File: src/design/rgbmm_pkg.sv
// Shared types and constants for the RGB min-max contrast stretch block.
// Used by the front, queue, back and top-level modules; no dependencies.
package rgbmm_pkg;

  typedef logic [7:0] pix_t;

  // Item kind carried in tuser bit 0
  typedef enum logic {
    CMD_MEASURE = 1'b0,
    CMD_APPLY   = 1'b1
  } cmd_t;

  // One channel's division job: offset above low and span, or a bypass value
  typedef struct packed {
    logic bypass;
    pix_t d;
    pix_t span;
  } chan_job_t;

  typedef struct packed {
    chan_job_t blue;
    chan_job_t green;
    chan_job_t red;
  } job_t;

  typedef struct packed {
    logic empty;
    logic full;
  } q_stat_t;

  typedef enum logic [1:0] {
    BK_IDLE,
    BK_DIV,
    BK_DONE
  } bk_state_t;

  typedef struct packed {
    logic busy;
    logic done;
  } bk_stat_t;

  // Quotient never exceeds 255, so eight restoring steps suffice
  localparam int unsigned DivSteps = 8;
  localparam logic [2:0] LastStep = 3'(DivSteps - 1);

endpackage

File: src/design/rgbmm_front.sv
// Front end: accepts pixels, tracks per-channel min/max on measure items and
// turns apply items into division jobs. Depends on rgbmm_pkg.
module rgbmm_front (
  input  logic             clk,
  input  logic             rst,
  input  logic             in_valid,
  output logic             in_ready,
  input  logic             in_cmd,
  input  logic             in_start,
  input  logic [23:0]      in_pix,
  input  rgbmm_pkg::q_stat_t q_stat,
  output logic             push,
  output rgbmm_pkg::job_t  job
);
  import rgbmm_pkg::*;

  pix_t red_low, red_high, green_low, green_high, blue_low, blue_high;
  pix_t red_low_next, red_high_next, green_low_next, green_high_next;
  pix_t blue_low_next, blue_high_next;
  pix_t red_v, green_v, blue_v;
  logic accept;

  // Update one channel's statistics
  function automatic logic [15:0] track(pix_t v, logic restart, pix_t lo, pix_t hi);
    pix_t lo_n;
    pix_t hi_n;
    lo_n = lo;
    hi_n = hi;
    if (restart) begin
      lo_n = v;
      hi_n = v;
    end else begin
      if (v < lo) lo_n = v;
      if (v > hi) hi_n = v;
    end
    return {lo_n, hi_n};
  endfunction

  // Clamp to the measured range and form the division operands
  function automatic chan_job_t make_chan(pix_t v, pix_t lo, pix_t hi);
    chan_job_t j;
    pix_t x;
    x = v;
    if (hi <= lo) begin
      j.bypass = 1'b1;
      j.d      = v;
      j.span   = '0;
    end else begin
      if (x < lo) x = lo;
      if (x > hi) x = hi;
      j.bypass = 1'b0;
      j.d      = x - lo;
      j.span   = hi - lo;
    end
    return j;
  endfunction

  assign red_v    = in_pix[7:0];
  assign green_v  = in_pix[15:8];
  assign blue_v   = in_pix[23:16];
  assign in_ready = !q_stat.full;
  assign accept   = in_valid && in_ready;

  // Classify: apply items go to the queue, measure items stay here
  assign push = accept && (cmd_t'(in_cmd) == CMD_APPLY);
  always_comb begin
    job.red   = make_chan(red_v, red_low, red_high);
    job.green = make_chan(green_v, green_low, green_high);
    job.blue  = make_chan(blue_v, blue_low, blue_high);
  end

  // Next statistics for a measure item
  always_comb begin
    {red_low_next, red_high_next}     = track(red_v, in_start, red_low, red_high);
    {green_low_next, green_high_next} = track(green_v, in_start, green_low, green_high);
    {blue_low_next, blue_high_next}   = track(blue_v, in_start, blue_low, blue_high);
  end

  // Hold statistics, advance on an accepted measure item
  always_ff @(posedge clk) begin
    if (rst) begin
      red_low    <= 8'd255;
      red_high   <= 8'd0;
      green_low  <= 8'd255;
      green_high <= 8'd0;
      blue_low   <= 8'd255;
      blue_high  <= 8'd0;
    end else if (accept && (cmd_t'(in_cmd) == CMD_MEASURE)) begin
      red_low    <= red_low_next;
      red_high   <= red_high_next;
      green_low  <= green_low_next;
      green_high <= green_high_next;
      blue_low   <= blue_low_next;
      blue_high  <= blue_high_next;
    end
  end

endmodule

File: src/design/rgbmm_queue.sv
// Short job queue between front and back, register based.
// Depends on rgbmm_pkg for the job and status types.
module rgbmm_queue #(
  parameter int unsigned DEPTH = 2
) (
  input  logic               clk,
  input  logic               rst,
  input  logic               push,
  input  rgbmm_pkg::job_t    push_job,
  input  logic               pop,
  output rgbmm_pkg::job_t    pop_job,
  output rgbmm_pkg::q_stat_t stat
);
  import rgbmm_pkg::*;

  localparam int unsigned PtrW = $clog2(DEPTH);
  localparam int unsigned CntW = $clog2(DEPTH + 1);

  job_t            slots [DEPTH];
  logic [PtrW-1:0] wr_ptr, rd_ptr;
  logic [CntW-1:0] count;

  function automatic logic [PtrW-1:0] wrap_inc(logic [PtrW-1:0] p);
    if (p == PtrW'(DEPTH - 1)) return '0;
    return p + 1'b1;
  endfunction

  assign stat.empty = (count == '0);
  assign stat.full  = (count == CntW'(DEPTH));
  assign pop_job    = slots[rd_ptr];

  // Store pushed jobs
  always_ff @(posedge clk) begin
    if (push) slots[wr_ptr] <= push_job;
  end

  // Advance pointers and occupancy
  always_ff @(posedge clk) begin
    if (rst) begin
      wr_ptr <= '0;
      rd_ptr <= '0;
      count  <= '0;
    end else begin
      if (push) wr_ptr <= wrap_inc(wr_ptr);
      if (pop)  rd_ptr <= wrap_inc(rd_ptr);
      if (push && !pop)      count <= count + 1'b1;
      else if (pop && !push) count <= count - 1'b1;
    end
  end

endmodule

File: src/design/rgbmm_back.sv
// Back end: three restoring dividers, one quotient bit per cycle, and the
// output register. Depends on rgbmm_pkg.
module rgbmm_back (
  input  logic               clk,
  input  logic               rst,
  input  rgbmm_pkg::q_stat_t q_stat,
  input  rgbmm_pkg::job_t    q_job,
  output logic               pop,
  output logic               out_valid,
  input  logic               out_ready,
  output logic [23:0]        out_pix,
  output rgbmm_pkg::bk_stat_t stat
);
  import rgbmm_pkg::*;

  bk_state_t       state, state_next;
  logic [2:0]      step;
  chan_job_t [2:0] cur;
  chan_job_t [2:0] jobs;
  pix_t            rem   [3];
  pix_t            low   [3];
  logic [8:0]      trial [3];
  logic            ge    [3];
  logic [15:0]     num   [3];
  pix_t            res   [3];
  logic            out_load;

  assign jobs = {q_job.blue, q_job.green, q_job.red};

  // One restoring step per channel, plus load value 255*d and final result
  always_comb begin
    for (int c = 0; c < 3; c++) begin
      trial[c] = {rem[c], low[c][7]};
      ge[c]    = trial[c] >= {1'b0, cur[c].span};
      num[c]   = {jobs[c].d, 8'd0} - {8'd0, jobs[c].d};
      res[c]   = cur[c].bypass ? cur[c].d : low[c];
    end
  end

  // State register
  always_ff @(posedge clk) begin
    if (rst) state <= BK_IDLE;
    else     state <= state_next;
  end

  // Next state and control
  always_comb begin
    state_next = state;
    pop        = 1'b0;
    out_load   = 1'b0;
    unique case (state)
      BK_IDLE: begin
        if (!q_stat.empty) begin
          pop        = 1'b1;
          state_next = BK_DIV;
        end
      end
      BK_DIV: begin
        if (step == LastStep) state_next = BK_DONE;
      end
      BK_DONE: begin
        if (!out_valid || out_ready) begin
          out_load   = 1'b1;
          state_next = BK_IDLE;
        end
      end
      default: state_next = BK_IDLE;
    endcase
  end

  assign stat.busy = (state != BK_IDLE);
  assign stat.done = (state == BK_DONE);

  // Step counter
  always_ff @(posedge clk) begin
    if (rst)                  step <= '0;
    else if (pop)             step <= '0;
    else if (state == BK_DIV) step <= step + 1'b1;
  end

  // Load a job, then shift quotient bits in
  always_ff @(posedge clk) begin
    if (pop) begin
      cur <= jobs;
      for (int c = 0; c < 3; c++) begin
        rem[c] <= num[c][15:8];
        low[c] <= num[c][7:0];
      end
    end else if (state == BK_DIV) begin
      for (int c = 0; c < 3; c++) begin
        rem[c] <= ge[c] ? 8'(trial[c] - {1'b0, cur[c].span}) : trial[c][7:0];
        low[c] <= {low[c][6:0], ge[c]};
      end
    end
  end

  // Output register: hold until the transaction completes
  always_ff @(posedge clk) begin
    if (rst)            out_valid <= 1'b0;
    else if (out_load)  out_valid <= 1'b1;
    else if (out_ready) out_valid <= 1'b0;
  end

  always_ff @(posedge clk) begin
    if (out_load) out_pix <= {res[2], res[1], res[0]};
  end

endmodule

File: src/design/rgb_min_max_contrast_stretch.sv
// Per-channel min-max contrast stretch for 8-bit RGB pixels. Each input
// transaction is a measure pixel (tuser[0] = 0) that updates the running
// min/max of red, green and blue, restarting them when tuser[1] is set, or an
// apply pixel (tuser[0] = 1) that yields one output transaction with each
// channel set to floor(255*(v-min)/(max-min)), with v clamped to min..max, or
// passed unchanged when max <= min. Input is accepted while the job queue is
// not full; an apply pixel goes into a QUEUE_DEPTH-entry job queue, and the
// back end takes one job at a time through load, the per-channel bit-serial
// divider and output register, taking no new job until the last is loaded.
// Output order equals input order of apply pixels.
// Depends on rgbmm_pkg, rgbmm_front, rgbmm_queue and rgbmm_back.
module rgb_min_max_contrast_stretch #(
  parameter int unsigned QUEUE_DEPTH = 2
) (
  input  logic        clk,
  input  logic        rst,
  input  logic        s_axis_tvalid,
  output logic        s_axis_tready,
  input  logic [23:0] s_axis_tdata,   // [7:0] red_in, [15:8] green_in, [23:16] blue_in
  input  logic [1:0]  s_axis_tuser,   // [0] cmd, [1] frame_start
  output logic        m_axis_tvalid,
  input  logic        m_axis_tready,
  output logic [23:0] m_axis_tdata    // [7:0] red_out, [15:8] green_out, [23:16] blue_out
);
  import rgbmm_pkg::*;

  logic     push;
  logic     pop;
  job_t     push_job;
  job_t     pop_job;
  q_stat_t  q_stat;
  bk_stat_t bk_stat;
  logic     s_accept;

  assign s_accept = s_axis_tvalid && s_axis_tready;

  rgbmm_front u_front (
    .clk      (clk),
    .rst      (rst),
    .in_valid (s_axis_tvalid),
    .in_ready (s_axis_tready),
    .in_cmd   (s_axis_tuser[0]),
    .in_start (s_axis_tuser[1]),
    .in_pix   (s_axis_tdata),
    .q_stat   (q_stat),
    .push     (push),
    .job      (push_job)
  );

  rgbmm_queue #(
    .DEPTH (QUEUE_DEPTH)
  ) u_queue (
    .clk      (clk),
    .rst      (rst),
    .push     (push),
    .push_job (push_job),
    .pop      (pop),
    .pop_job  (pop_job),
    .stat     (q_stat)
  );

  rgbmm_back u_back (
    .clk       (clk),
    .rst       (rst),
    .q_stat    (q_stat),
    .q_job     (pop_job),
    .pop       (pop),
    .out_valid (m_axis_tvalid),
    .out_ready (m_axis_tready),
    .out_pix   (m_axis_tdata),
    .stat      (bk_stat)
  );

  // Queue cannot be empty and full at once
  a_q_stat: assert property (@(posedge clk) disable iff (rst)
    !(q_stat.empty && q_stat.full))
    else $error("queue reports empty and full together");

  // Measure pixels never enter the queue
  a_measure_no_push: assert property (@(posedge clk) disable iff (rst)
    (s_accept && (cmd_t'(s_axis_tuser[0]) == CMD_MEASURE)) |-> !push)
    else $error("measure pixel pushed a job");

  // Back end pops only from a non-empty queue
  a_pop_nonempty: assert property (@(posedge clk) disable iff (rst)
    pop |-> !q_stat.empty)
    else $error("pop from empty queue");

  // Back end takes a new job only while idle
  a_pop_idle: assert property (@(posedge clk) disable iff (rst)
    pop |-> !bk_stat.busy)
    else $error("pop while a division is in progress");

  // A new result appears only after a finished division
  a_out_from_done: assert property (@(posedge clk) disable iff (rst)
    $rose(m_axis_tvalid) |-> $past(bk_stat.done))
    else $error("output valid without a finished division");

endmodule

File: config.mk
export PLATFORM = sky130hd
export DESIGN_NAME = rgb_min_max_contrast_stretch
export DESIGN_NICKNAME = d
export VERILOG_FILES = /design/src/design/rgbmm_pkg.sv /design/src/design/rgbmm_front.sv /design/src/design/rgbmm_queue.sv /design/src/design/rgbmm_back.sv /design/src/design/rgb_min_max_contrast_stretch.sv
export SDC_FILE = /design/constraint.sdc
export NUM_CORES = 1
export LEC_CHECK = 0
export ABC_AREA = 1
export BUFFER_PORTS_ARGS = -buffer_cell sky130_fd_sc_hd__buf_4
export CORE_MARGIN = 8
export CORE_UTILIZATION = 45
export CTS_CLUSTER_SIZE = 8
export DETAILED_ROUTE_END_ITERATION = 16
export PLACE_DENSITY = 0.69
export SLEW_MARGIN = 5
export SYNTH_ARGS = -nofsm -noshare
export SYNTH_HDL_FRONTEND = slang
export SYNTH_SLANG_ARGS = --single-unit
File: constraint.sdc
create_clock -name clk -period 5.6 [get_ports clk]
set_input_delay 1.12 -clock clk [delete_from_list [all_inputs] [get_ports clk]]
set_output_delay 1.12 -clock clk [all_outputs]
set_load 0.03 [all_outputs]
# Word-level counts from Yosys, hierarchy flattened
# Memory sizes are Yosys's and may differ from the RTL's. A register that Yosys moved wholly into a read port is not among the register bits.
# Index checks and enable logic that the tools add are counted.
# W data, S select, Z words.
# classes
muxes,70
eq_ne,7
reduce_logical,28
add_sub_neg,17
n_bitwise,7
order_cmp,15
# op_table
cell,n
$mux W8,36
$sub A8 B8 Y8,9
$mux W17,3
$gt A8 B8 Y1,6
$sub A16 B8 Y16,3
$ge A9 B8 Y1,3
$mux W1,25
$le A8 B8 Y1,3
$lt A8 B8 Y1,3
$reduce_bool A2 Y1,8
$reduce_and A2 Y1,6
$mux W2,5
$or A1 B1 Y1,6
$pmux W2 S3,1
$logic_and A1 B1 Y1,5
$eq A2 B2 Y1 const B,2
$logic_not A1 Y1,4
$logic_not A2 Y1,2
$ne A2 B1 Y1 const B,2
$add A3 B1 Y3 const B,1
$eq A3 B3 Y1 const B,1
$reduce_and A3 Y1,1
$add A1 B1 Y1 const B,2
$add A2 B1 Y2 const B,1
6 further kinds,6
# word_totals
mem_bits_rw,150
word_cells,169
mem_count,3
in_bits,30
ff_bits,133
# mem_list
name,words,word_bits,read_ports,rd_ports_with_merged_regs,wr,line_no,rtl
u_queue.slots,2,51,1,1,1,rgbmm_queue.sv:19,job_t slots [DEPTH];
u_back.low,3,8,3,0,3,rgbmm_back.sv:21,pix_t low [3];
u_back.rem,3,8,3,0,3,rgbmm_back.sv:20,pix_t rem [3];

# Depth between registers and ports, before layout
# depth
depth_word,8
mapped_depth,31
mapped_depth_nobuf,29

# Hierarchy
# Synthesis repeated with hierarchy kept, for this count alone.
# unflattened
hier_cells,1938
hier_area_um2,17670.7
# modules_own_cells
module,cells_each,area_per_inst_um2,instances
rgbmm_back,811,7312.0,1
rgbmm_front,935,6195.9,1
rgbmm_queue,192,4162.7,1

# Least setup slack after synthesis
# OpenSTA, ideal clock, no wires.
# synth_timing
path_type,reg-to-reg
start,register u_back.state[0]
end,"memory u_back.low[0][0] (netlist bit), enable pin"
period_less_slack_ps,6134
stages_incl_launch_ff,4
t_arrival_ps,5728
required_ps,5193
path_slack_ps,-534
cell_sequence,dfxtp_1 -> nor3_1 -> inv_1 -> nand2_1
# synth_lines
item,line_no,rtl
start: declaration,rgbmm_back.sv:16,"bk_state_t state, state_next;"
start signal: assignment,rgbmm_back.sv:43,else state <= state_next;
end: declaration,rgbmm_back.sv:21,

==> impl_summary.log <==
INFO  metric worst_endpoint_data_arrival_time = 5270 ps
INFO  metric final_replace_weighted_congestion = 0.8835
INFO  metric number_of_clock_buffers_inserted_by_tritoncts = 41
INFO  metric multiInputGateArea = 7694 um^2
INFO  metric outcome = completed
INFO  metric finClkSkew = 15.20 ps
INFO  metric ctsLongestPathBuffers = 3
INFO  metric number_of_buffers_inserted_by_port_buffering = 55
INFO  metric detailed_place_hpwl = 26.55 mm
INFO  metric synth.yosys.warnings = 0
INFO  metric syn2layout_area_growth = 12.06%
INFO  metric initial_utilization = 45.20%
INFO  metric topRoutingLayerUsed = met4
INFO  metric leakage = 8.126 nW
INFO  metric synth-edff-count = 225
INFO  metric min_path_type = reg2reg
INFO  metric critPathSlowestCell = fa_1
INFO  metric avgSynthCellArea = 9.084 um^2
INFO  metric clock.fmax = 0.1982 GHz
INFO  metric core.rowCount = 71
INFO  metric top_level_ports = 56
INFO  metric report.final.slew_viol_count = 0
INFO  metric viasPerCell = 5.245
INFO  metric post-cts-setup-buffers = 0
INFO  metric routed_wire_length_per_instance = 15.35 um
INFO  metric global_route_usage_over_all_layers = 16.77%
INFO  metric timing.critical_path.cells = buf_4 > ha_1 > a21oi_1 > o21a_1 > nand2_1 > nand2_1 > o21ai_0 > ha_1 > inv_1 > o21bai_1 > nand2_1 > nand2_1 > nand2_1 > nand2_1 > nand2_1 > o21ai_0 > inv_1 > fa_1 > o21ai_0 > a21oi_1 > nor2_1 > nor2_1 > xor2_1 > o21ai_0
INFO  metric grt_overflow = 0
INFO  metric num_vias = 12660
INFO  metric register_area = 7941 um^2
INFO  metric detail-route-antenna-nets = 0
INFO  metric finish.net_count = 2100
INFO  metric finalWirelength = 37.06 mm
INFO  metric clock_slew_at_the_register_clock_pins_of_the_worst_setup_and_hold_paths = 50 ps
INFO  metric power_density = 496.5 nW/um^2
INFO  metric drv.max_cap_violation_count = 0
INFO  metric synthCells = 1852
INFO  metric worstSkewPairLatency = 520 ps
INFO  metric die_w = 209.4 um
INFO  metric ys_seq_elements = 284
INFO  metric die_height = 209.4 um
INFO  metric maxSlewHeadroom = 32.79%
INFO  metric syn_area = 16820 um^2
INFO  metric drive_gt1_share = 10.52%
INFO  metric ys_async_sr_fraction = 0%
INFO  metric critical_path.most_common_cell = nand2_1
INFO  metric slowest_delay = 430 ps
INFO  metric routed-wl-met2 = 16.16 mm
INFO  metric post_route_fraction_of_the_period_consumed_by_the_critical_path = 90.11%
INFO  metric grt_pass1_wl = 61.51 mm
INFO  metric crit_fanout = 17
INFO  metric synth.yosys.seq_area_share = 47.18%
INFO  metric tritoncts = yes
INFO  metric hold_ws = 465.2 ps
INFO  metric grt_antenna_before_repair = 0
INFO  metric grt_max_degree = 75
INFO  metric route.detailed.drc = 0
INFO  metric routed_wl_met3 = 1.828 mm
INFO  metric worst-endpoint-required = 5820 ps
INFO  metric timing.final.hold_violations = 0
INFO  metric design.die.area = 43830 um^2
INFO  metric cts_root_buf = clkbuf_16
INFO  metric grt_setup_unrepaired = no
INFO  metric design.core.area = 37220 um^2
INFO  metric timing_worst_slew_pin_value = 1006 ps
INFO  metric synth.lib_cells_used.distinct = 53
INFO  metric clock_sink_count = 284
INFO  metric synth_fp_nets = 2035
INFO  metric met1_length = 18.25 mm
INFO  metric fin_setup_tns = 0 ps
INFO  metric final_cell_utilization_of_the_core = 50.65%
INFO  metric antenna_diode_count = 0
INFO  metric number_of_gates_given_a_new_drive_strength_after_cts = 0
INFO  metric ir_drop = 0.2647 mV
INFO  metric layout.filler_cells = 3385
INFO  metric first_global_vias = 12440
INFO  metric cts.htree.levels = 2
INFO  metric pre_antenna_drt_iters = 8
INFO  metric start_kind = input port
INFO  metric synth-main-ff-cell = edfxtp_1
INFO  metric setup-violations-final = 0
INFO  metric worstSetupPathType = in2reg
INFO  metric cts-hold-fix-buffers = 0
INFO  metric end_kind = flop
INFO  metric period_minus_slack = 5046 ps
INFO  metric drt_iter0_drc = 857
==> kinds of logic after synthesis <==
kind of cell,Yosys count,share of synthesized area (%)
buffers and inverters,301,7.303
XOR/XNOR,36,1.874
flip-flops,284,47.18
AO/OA/AOI/OAI,409,14.06
AND/OR/NAND/NOR,638,15.74
multiplexers,31,2.068
adder cells (fa/ha/maj),153,11.78
==> where the power goes <==
| part | leakage [nW] | internal, mW | switching [mW] | total, mW |
|---|---|---|---|---|
| sequential | 2.59 | 3.05 | 0.325 | 3.37 |
| combinational | 4.97 | 1.31 | 2.41 | 3.73 |
| clock | 0.563 | 1.40 | 0.863 | 2.26 |
| total | 8.13 | 5.76 | 3.60 | 9.36 |
==> sequential cells by signal (all words and copies together) (netlist names), named ones only <==
name and cells:
u_front.green_high 8, u_queue.count 2, u_back.low 24, u_front.red_high 8, u_queue.slots 102, u_back.step 3, u_back.cur 51, u_queue.wr_ptr 1
u_back.state 2, u_front.red_low 8, u_queue.rd_ptr 1, u_back.out_pix 24, u_back.rem 24, u_front.blue_high 8, u_front.green_low 8, u_front.blue_low 8
u_back.out_valid 1
==> layer usage <==
| layer | vias up | track usage, % |
|---|---|---|
| met5 | - | 0 |
| met3 | 63 | 2.431 |
| met2 | 285 | 26.48 |
| met1 | 5850 | 23.58 |
| met4 | 0 | 5.152 |
| li1 | 6464 | - |
==> cell type report <==
| class | count | share of cell area, % |
|---|---|---|
| Clock inverter | 2 | 0.07300 |
| Tap cell | 474 | 3.146 |
| Clock buffer | 64 | 6.126 |
| Inverter | 258 | 5.137 |
| Timing Repair Buffer | 65 | 2.588 |
| Multi-Input combinational cell | 1267 | 40.81 |
| Sequential cell | 284 | 42.12 |
==> placed cells by master, fill, tap and decap left out, types with 10 or more instances in the layout <==
cell,count
a21oi_1,119
buf_4,65
clkbuf_1,21
clkbuf_16,43
dfxtp_1,58
edfxtp_1,225
ha_1,144
inv_1,246
inv_2,10
mux2_2,30
nand2_1,393
nand3_1,60
nand4_1,12
nor2_1,124
nor3_1,12
o211ai_1,32
o21a_1,10
o21ai_0,169
o21ai_1,20
o21ai_2,19
xnor2_1,12
xor2_1,24
==> critical path, delay by kind of cell <==
family / cells / cell delay (ps)
and+or+nand+nor: 9 / 1150
buffers and inverters: 3 / 290
xor gates and xnor gates: 1 / 120
AOI/OAI and AO/OA: 8 / 1510
adders and majority gates: 3 / 1080
==> per-stage QoR <==
step | area, um^2 | worst slack, ps | cells | power [mW]
after floorplan | 16830 | 737.8 | 1852 | 6.250
after global placement | 17680 | 125.1 | 2348 | 6.996
after detailed placement | 17680 | 106.1 | 2348 | 7.119
after CTS | 18850 | 635.9 | 2414 | 9.422
after global routing | 18850 | 130.4 | 2414 | 10.09
final | 18850 | 553.9 | 2414 | 9.361
==> cell usage after synthesis (all sizes together) (7+ instances only) <==
library cell	number	area share (%)
a21oi	124	3.9
buf	20	1.0
clkbuf	23	0.51
dfxtp	59	7.0
edfxtp	225	40
fa	9	1.1
ha	144	11
inv	256	5.7
mux2	30	2.0
nand2	402	9.1
nand3	63	2.0
nand4	13	0.52
nor2	134	3.2
nor3	15	0.51
o211ai	33	1.5
o21a	10	0.45
o21ai	209	6.7
o21bai	7	0.31
xnor2	12	0.62
xor2	24	1.2
==> path summary, 6_finish.rpt <==
check / from / to / slack [ps] / cells after the start
max reg2reg: u_front.red_low[1]$_SDFFE_PP1P_ / u_queue.slots[0][14]$_DFFE_PP_ / 770 / 27
min reg2reg: u_queue.rd_ptr$_SDFFE_PP0P_ / flop / 470 / 1
min: u_queue.rd_ptr$_SDFFE_PP0P_ / flop / 470 / 1
max: s_axis_tdata[5] / u_queue.slots[0][14]$_DFFE_PP_ / 550 / 24
Note: power is estimated with default switching activity, not from simulation.
